### src/rtl/hvns_pkg.sv
// shared types and constants of the heightmap vertex-normal shader
// no dependencies
package hvns_pkg;

  localparam int HEIGHT_W = 24;
  localparam int VEC_W    = 26;
  localparam int NRM_W    = 16;
  localparam int ACC_W    = 19;
  localparam int DIM_W    = 13;
  localparam int NUM_TAPS = 7;
  localparam int NUM_FACE = 6;
  localparam logic signed [14:0] LIGHT_Q14 = 15'sd9459;
  localparam logic signed [NRM_W-1:0] ONE_Q14 = 16'sd16384;

  localparam logic OP_WRITE = 1'b0;
  localparam logic OP_QUERY = 1'b1;

  localparam logic [1:0] REG_NUM_ROWS = 2'd0;
  localparam logic [1:0] REG_NUM_COLS = 2'd1;
  localparam logic [1:0] REG_SPACING  = 2'd2;
  localparam logic [1:0] REG_GAIN     = 2'd3;

  // height taps around the vertex
  localparam logic [2:0] TAP_C  = 3'd0;
  localparam logic [2:0] TAP_E  = 3'd1;
  localparam logic [2:0] TAP_S  = 3'd2;
  localparam logic [2:0] TAP_W  = 3'd3;
  localparam logic [2:0] TAP_SW = 3'd4;
  localparam logic [2:0] TAP_N  = 3'd5;
  localparam logic [2:0] TAP_NE = 3'd6;

  typedef enum logic [3:0] {
    S_IDLE, S_FETCH, S_FACE, S_WAIT, S_NORM, S_NWAIT, S_SHADE, S_FINAL
  } seq_state_t;

  typedef enum logic [2:0] {
    U_IDLE, U_SCALE, U_SQUARE, U_ROOT, U_LOAD, U_DIVIDE, U_DONE
  } unit_state_t;

  typedef struct packed {
    logic                    start;
    logic signed [VEC_W-1:0] vx;
    logic signed [VEC_W-1:0] vy;
    logic signed [VEC_W-1:0] vz;
  } unit_req_t;

  typedef struct packed {
    logic                    done;
    logic signed [NRM_W-1:0] nx;
    logic signed [NRM_W-1:0] ny;
    logic signed [NRM_W-1:0] nz;
  } unit_rsp_t;

endpackage

### src/rtl/hvns_unit.sv
// vector normalizer: scale up, sum of squares, bit-serial root, bit-serial divides
// depends on hvns_pkg
module hvns_unit
  import hvns_pkg::*;
(
  input  logic      clk,
  input  logic      rst,
  input  unit_req_t ureq,
  output unit_rsp_t ursp
);

  unit_state_t state, state_next;

  logic signed [VEC_W-1:0] wv [3];
  logic signed [NRM_W-1:0] nv [3];
  logic [1:0]  idx;
  logic [51:0] s;
  logic [51:0] rem;
  logic [51:0] res;
  logic [4:0]  k;
  logic [40:0] num;
  logic [14:0] q;
  logic [3:0]  dcnt;

  logic [VEC_W-1:0] mag [3];
  logic             short_vec, zero_in;
  logic signed [2*VEC_W-1:0] sq;
  logic [51:0] bitv, trial;
  logic [25:0] len;
  logic [40:0] dvs;
  logic        ge;
  logic [14:0] q_next;

  always_comb begin
    for (int i = 0; i < 3; i++) begin
      mag[i] = wv[i][VEC_W-1] ? VEC_W'(-wv[i]) : VEC_W'(wv[i]);
    end
    short_vec = (mag[0] < VEC_W'(1 << 20)) && (mag[1] < VEC_W'(1 << 20)) &&
                (mag[2] < VEC_W'(1 << 20));
    zero_in = (ureq.vx == '0) && (ureq.vy == '0) && (ureq.vz == '0);
    sq = wv[idx] * wv[idx];
    bitv = 52'(1) << {k, 1'b0};
    trial = res + bitv;
    len = res[25:0];
    dvs = 41'(len) << dcnt;
    ge = (num >= dvs);
    q_next = ge ? (q | (15'(1) << dcnt)) : q;
  end

  always_comb begin
    state_next = state;
    case (state)
      U_IDLE:   if (ureq.start) state_next = zero_in ? U_DONE : U_SCALE;
      U_SCALE:  if (!short_vec) state_next = U_SQUARE;
      U_SQUARE: if (idx == 2'd2) state_next = U_ROOT;
      U_ROOT:   if (k == '0) state_next = U_LOAD;
      U_LOAD:   state_next = U_DIVIDE;
      U_DIVIDE: if (dcnt == '0) state_next = (idx == 2'd2) ? U_DONE : U_LOAD;
      U_DONE:   state_next = U_IDLE;
      default:  state_next = U_IDLE;
    endcase
  end

  always_ff @(posedge clk) begin
    if (rst) state <= U_IDLE;
    else state <= state_next;
  end

  always_ff @(posedge clk) begin
    case (state)
      U_IDLE: begin
        wv[0] <= ureq.vx;
        wv[1] <= ureq.vy;
        wv[2] <= ureq.vz;
        s <= '0;
        idx <= '0;
        for (int i = 0; i < 3; i++) nv[i] <= '0;
      end
      U_SCALE: begin
        if (short_vec) begin
          for (int i = 0; i < 3; i++) wv[i] <= wv[i] <<< 1;
        end
      end
      U_SQUARE: begin
        s <= s + 52'(unsigned'(sq));
        idx <= (idx == 2'd2) ? 2'd0 : idx + 2'd1;
        rem <= s + 52'(unsigned'(sq));
        res <= '0;
        k <= 5'd25;
      end
      U_ROOT: begin
        if (rem >= trial) begin
          rem <= rem - trial;
          res <= (res >> 1) + bitv;
        end else begin
          res <= res >> 1;
        end
        k <= k - 5'd1;
      end
      U_LOAD: begin
        num <= (41'(mag[idx]) << 14) + 41'(len >> 1);
        q <= '0;
        dcnt <= 4'd14;
      end
      U_DIVIDE: begin
        if (ge) num <= num - dvs;
        q <= q_next;
        dcnt <= dcnt - 4'd1;
        if (dcnt == '0) begin
          nv[idx] <= wv[idx][VEC_W-1] ? -NRM_W'(q_next) : NRM_W'(q_next);
          idx <= idx + 2'd1;
        end
      end
      default: ;
    endcase
  end

  always_comb begin
    ursp.done = (state == U_DONE);
    ursp.nx = nv[0];
    ursp.ny = nv[1];
    ursp.nz = nv[2];
  end

endmodule

### config.mk
export PLATFORM = sky130hd
export DESIGN_NAME = hvns_unit
export DESIGN_NICKNAME = d
export VERILOG_FILES = /design/src/rtl/hvns_pkg.sv /design/src/rtl/hvns_unit.sv
export SDC_FILE = /design/constraint.sdc
export NUM_CORES = 2
export LEC_CHECK = 0
export BUFFER_PORTS_ARGS = -buffer_cell sky130_fd_sc_hd__buf_2
export CAP_MARGIN = 20
export CORE_MARGIN = 1
export CORE_UTILIZATION = 45
export CTS_CLUSTER_DIAMETER = 100
export DETAILED_ROUTE_END_ITERATION = 10
export SLEW_MARGIN = 0
export SYNTH_ARGS = -nofsm -noshare
export SYNTH_HDL_FRONTEND = slang
export SYNTH_SLANG_ARGS = --single-unit
export TNS_END_PERCENT = 5
### constraint.sdc
create_clock -name clk -period 10.78 [get_ports clk]
set_input_delay 2.156 -clock clk [delete_from_list [all_inputs] [get_ports clk]]
set_output_delay 2.156 -clock clk [all_outputs]
set_load 0.01 [all_outputs]
; ---- Word level (Yosys, flattened, before mapping)
; Memory sizes are Yosys's and may differ from the RTL's. A register that Yosys moved wholly into a read port is not among the register bits.
; Cells that the tools add are included.
; W data, S select, Z words.
[totals]
out_inout_bits = 49
ff_bits = 226
latch_bits = 0
memories = 2
ram_bits = 126
rom_bits = 0
word_cells = 116
[op_classes]
eq_ne = 14
n_mul = 1
addsub = 13
muxes = 44
n_reduce_logical = 19
shift = 3
n_lt_le_gt_ge = 6
n_bitwise = 5
div_mod_pow = 0
[mem_list]
columns = name, words, word_bits, rd, rd_ports_with_merged_regs, wr, line
row1 = wv, 3, 26, 4, 1, 3, hvns_unit.sv:14  ; logic signed [VEC_W-1:0] wv [3];
row2 = nv, 3, 16, 3, 0, 3, hvns_unit.sv:15  ; logic signed [NRM_W-1:0] nv [3];
[op_table]
columns = op, n
row1 = $pmux W52 S2, 3
row2 = $mux W26, 8
row3 = $add A52 B52 Y52, 2
row4 = $mux W52, 2
row5 = $pmux W41 S2, 1
row6 = $logic_not A26 Y1, 3
row7 = $lt A26 B21 Y1 const B, 3
row8 = $neg A26 Y26, 3
row9 = $add A51 B52 Y52, 1
row10 = $bmux W26 S2, 1
row11 = $ge A52 B52 Y1, 1
row12 = $mul A26 B26 Y52, 1
row13 = $shl A1 B6 Y52 const A, 1
row14 = $sub A52 B52 Y52, 1
row15 = $add A40 B25 Y41, 1
row16 = $ge A41 B41 Y1, 1
row17 = $mux W41, 1
row18 = $shl A26 B4 Y41, 1
row19 = $sub A41 B41 Y41, 1
row20 = $mux W16, 2
row21 = $pmux W15 S2, 1
row22 = $mux W3, 6
row23 = $pmux W3 S6, 1
row24 = $neg A15 Y16, 1
row25 = other kinds (28), 58

; ---- Longest topological paths before layout
[logic_depth]
ltp_word = 9
depth_mapped = 35
depth_no_buf = 31

; ---- Worst setup path after synthesis
; No wires, ideal clock.
[synth_timing]
path_kind = flip-flop to flip-flop
startpoint = register (tool-made name)
endpoint = register rem[48], data pin
synth_period_minus_slack_ns = 9.174
t_required_ns = 10.512
path_slack_ns = 1.606
path_buffers = 3
path_stages_with_launch = 31
arrival_ns = 8.905
cell_sequence = dfxtp_1 -> clkbuf_1 -> buf_1 -> mux2i_1 -> o21a_1 -> inv_1 -> buf_1 -> nand2_1 -> inv_1 -> fa_1 -> fa_1 -> fa_1 -> inv_1 -> fa_1 -> fa_1 -> inv_1 -> fa_1 -> fa_1 -> ha_1 -> o21ai_0 -> o21bai_1 -> a21oi_1 -> o21ai_0 -> o211ai_1 -> a21oi_1 -> o21ai_0 -> o31ai_1 -> and4_1 -> a2111oi_0 -> xor2_1 -> o21ai_0
[synth_rtl]
columns = element, line
row1 = end signal: assignment, hvns_unit.sv:87  ; rem <= s + 52'(unsigned'(sq));
row2 = end signal: assignment, hvns_unit.sv:93  ; rem <= rem - trial;
row3 = end: declaration, hvns_unit.sv:18  ; logic [51:0] rem;

==> results.json <==
{
  "antenna_found_initial": 1,
  "fp.dieH_um": 342.2,
  "clk_path_buf_depth": 3,
  "drtIter0Drc": 3415,
  "slew_viol_final": 0,
  "core_sq_mm": 0.1145,
  "fin_skew_ns": 0.06307,
  "clkTransAtPathRegs_ns": 0.06,
  "netlist_area_sq_mm": 0.05207,
  "grt_overflow_total": 0,
  "cts_tree": "done",
  "yosys_warnings": 0,
  "area_growth_pct": 7.689,
  "hold_path.class": "flop to flop",
  "fmax_mhz": 94.52,
  "ys_seq_area_share_pct": 20.32,
  "syn_inst": 5641,
  "cts_setup_buffers": 0,
  "path_class": "flop to flop",
  "clock_latency_ns": 0.63,
  "final_nets": 6875,
  "dr.pass1.iters": 7,
  "ys_ff_latch": 354,
  "rsz0062_at_grt": "no",
  "endpoint_kind": "flop",
  "first_global_vias": 40790,
  "cp-start-kind": "flop",
  "drc": 0,
  "synth_edf_count": 349,
  "synth_flop_cell": "edfxtp_1",
  "path_common_cell": "fa_1",
  "root_buffer": "clkbuf_16",
  "ios": 130,
  "cts.sinks": 354,
  "row_count": 124,
  "relSlewSlack_pct": 24.04,
  "numPortBuffers": 129,
  "final.period_utilization_pct": 98.15,
  "setup_viol": 0,
  "die_area_sq_mm": 0.1171,
  "cp.arrival_ns": 10.91,
  "wl_per_cell_um": 21.22,
  "setup-tns-final_ns": 0,
  "syn_area_per_cell_sq_um": 9.232,
  "syn_nets": 6826,
  "synth-async-reset-ratio_pct": 0,
  "hold_violations": 0,
  "initial_core_util_pct": 45.48,
  "tightest_slew_ns": 1.132,
  "slowest_stage": "a311oi_1",
  "critical-path-max-stage-delay_ns": 0.97,
  "grt_usage_pct": 26.63,
  "grt_max_degree": 83,
  "num_vias": 40010,
  "hpwl_um": 123300,
  "viasPerCell": 5.528,
  "ctsHoldBuffers": 0,
  "antenna_left": 0,
  "synthDistinctLibCells": 82,
  "fin_crit_ns": 10.58,
  "drive_above_1_share_pct": 6.726,
  "cts_resized": 0,
  "status": "finished clean",
  "grt_pass1_wl_um": 240600,
  "timing.critical_path.buf_inv": 6,
  "place.gp.congestion": 0.9589,
  "htreeDepth": 2,
  "routed_wl_um": 153500,
  "numCtsBuffers": 44,
  "crit_family": "adder cells",
  "cap_violations": 0,
  "worstPathMaxFanout": 21,
  "die_w_um": 342.2,
  "worst_ep_required_time_ns": 11.11
}
-- routing by layer --
layer | vias to the layer above | routed length [um] | GRT usage (%) | part of all wire [%]
li1 | 18520 | - | - | -
met1 | 20020 | 69000 | 38.03 | 45
met2 | 1280 | 71160 | 42.91 | 46
met3 | 183 | 9649 | 3.529 | 6.3
met4 | 0 | 3719 | 6.213 | 2.4
met5 | - | 0 | 0 | 0
-- path summary, 6_finish.rpt --
check                           start  endpoint  slack, ns  cells past startpoint
worst min-delay path            q[13]     q[13]       0.61                      2
worst min register to register  q[13]     q[13]       0.61                      2
worst max register to register   flop   rem[43]       0.20                     28
worst max-delay path             flop   rem[43]       0.20                     28
-- cells by family (layout without fill, tap and decap cells) --
| group | after synthesis | in the layout | share of synthesized area (%) |
|---|---|---|---|
| simple gates | 1434 | 1434 | 12.23 |
| buf+inv | 1299 | 1382 | 9.467 |
| fa+ha+maj | 1104 | 1104 | 37.29 |
| compound gates | 960 | 960 | 11.62 |
| flops | 354 | 354 | 20.32 |
| xor+xnor | 340 | 340 | 5.718 |
| mux | 150 | 150 | 3.354 |
| other cells | 0 | 1 | 0 |
-- per-stage QoR --
step,cell area [sq um],std cells,setup WS (ns),util (%),hold slack (ns)
after floorplan,52070,5641,1.606,-,0.5410
after global placement,54470,7154,0.7467,47.57,0.5774
after detailed placement,54470,7155,0.5799,47.57,0.5841
after CTS,56060,7235,0.5468,48.96,0.6130
after global routing,56080,7236,0.04512,48.98,0.6429
final,56080,7237,0.1997,48.98,0.6134
-- registers in the layout, indices dropped and copies added, names as in the netlist, named ones only --
signal / flops
dcnt: 4
idx: 2
k: 5
num: 41
nv: 48
q: 15
rem: 52
res: 52
s: 52
state: 3
wv: 78
-- layout by cell type, fill, tap and decap left out, types with 62 or more instances in the layout --
master	instances
ha_1	357
xor2_1	168
inv_1	1081
buf_4	78
mux2i_1	62
a21oi_1	252
nor2_1	491
a21o_1	82
edfxtp_1	349
o21ai_0	230
nand2_1	532
xnor2_1	172
fa_1	747
buf_2	130
-- tightest hold or removal path, delay by kind of cell (launching register included) --
family | cells | cell delay, ns
compound gates | 1 | 0.07
flops | 1 | 0.35
simple gates | 1 | 0.08
-- layout make-up --
| cell class | count | area (sq um) |
|---|---|---|
| Clock inverter | 33 | 478.0 |
| Antenna cell | 1 | 2.502 |
| Fill cell | 10950 | 58420 |
| Multi-Input combinational cell | 3988 | 36660 |
| Sequential cell | 354 | 10580 |
| Tap cell | 1512 | 1892 |
| Timing Repair Buffer | 209 | 1251 |
| Clock buffer | 47 | 1112 |
| Inverter | 1093 | 4103 |
-- cells in the mapped netlist (45+ instances only) --
cell type  instances  area [sq um]
o21ai_0          232          1161
nor2_1           494          1854
xnor2_1          172          1506
mux2i_1           62         620.6
mux2_1            52         585.6
edfxtp_1         349         10480
a21oi_1          253          1266
nand4_1           47         294.0
a31oi_1           56         350.3
nand2_1          535          2008
nand3_1           49         245.2
xor2_1           168          1471
ha_1             357          4467
inv_1           1081          4058
nor2b_1           45         281.5
fa_1             747         14950
a211oi_1          50         375.4
a21o_1            82         615.6
clkbuf_1         178         668.1
Power is left out: the tool's default activity adds up to more than one toggle a clock period on the data nets, which glitch-free logic cannot reach.
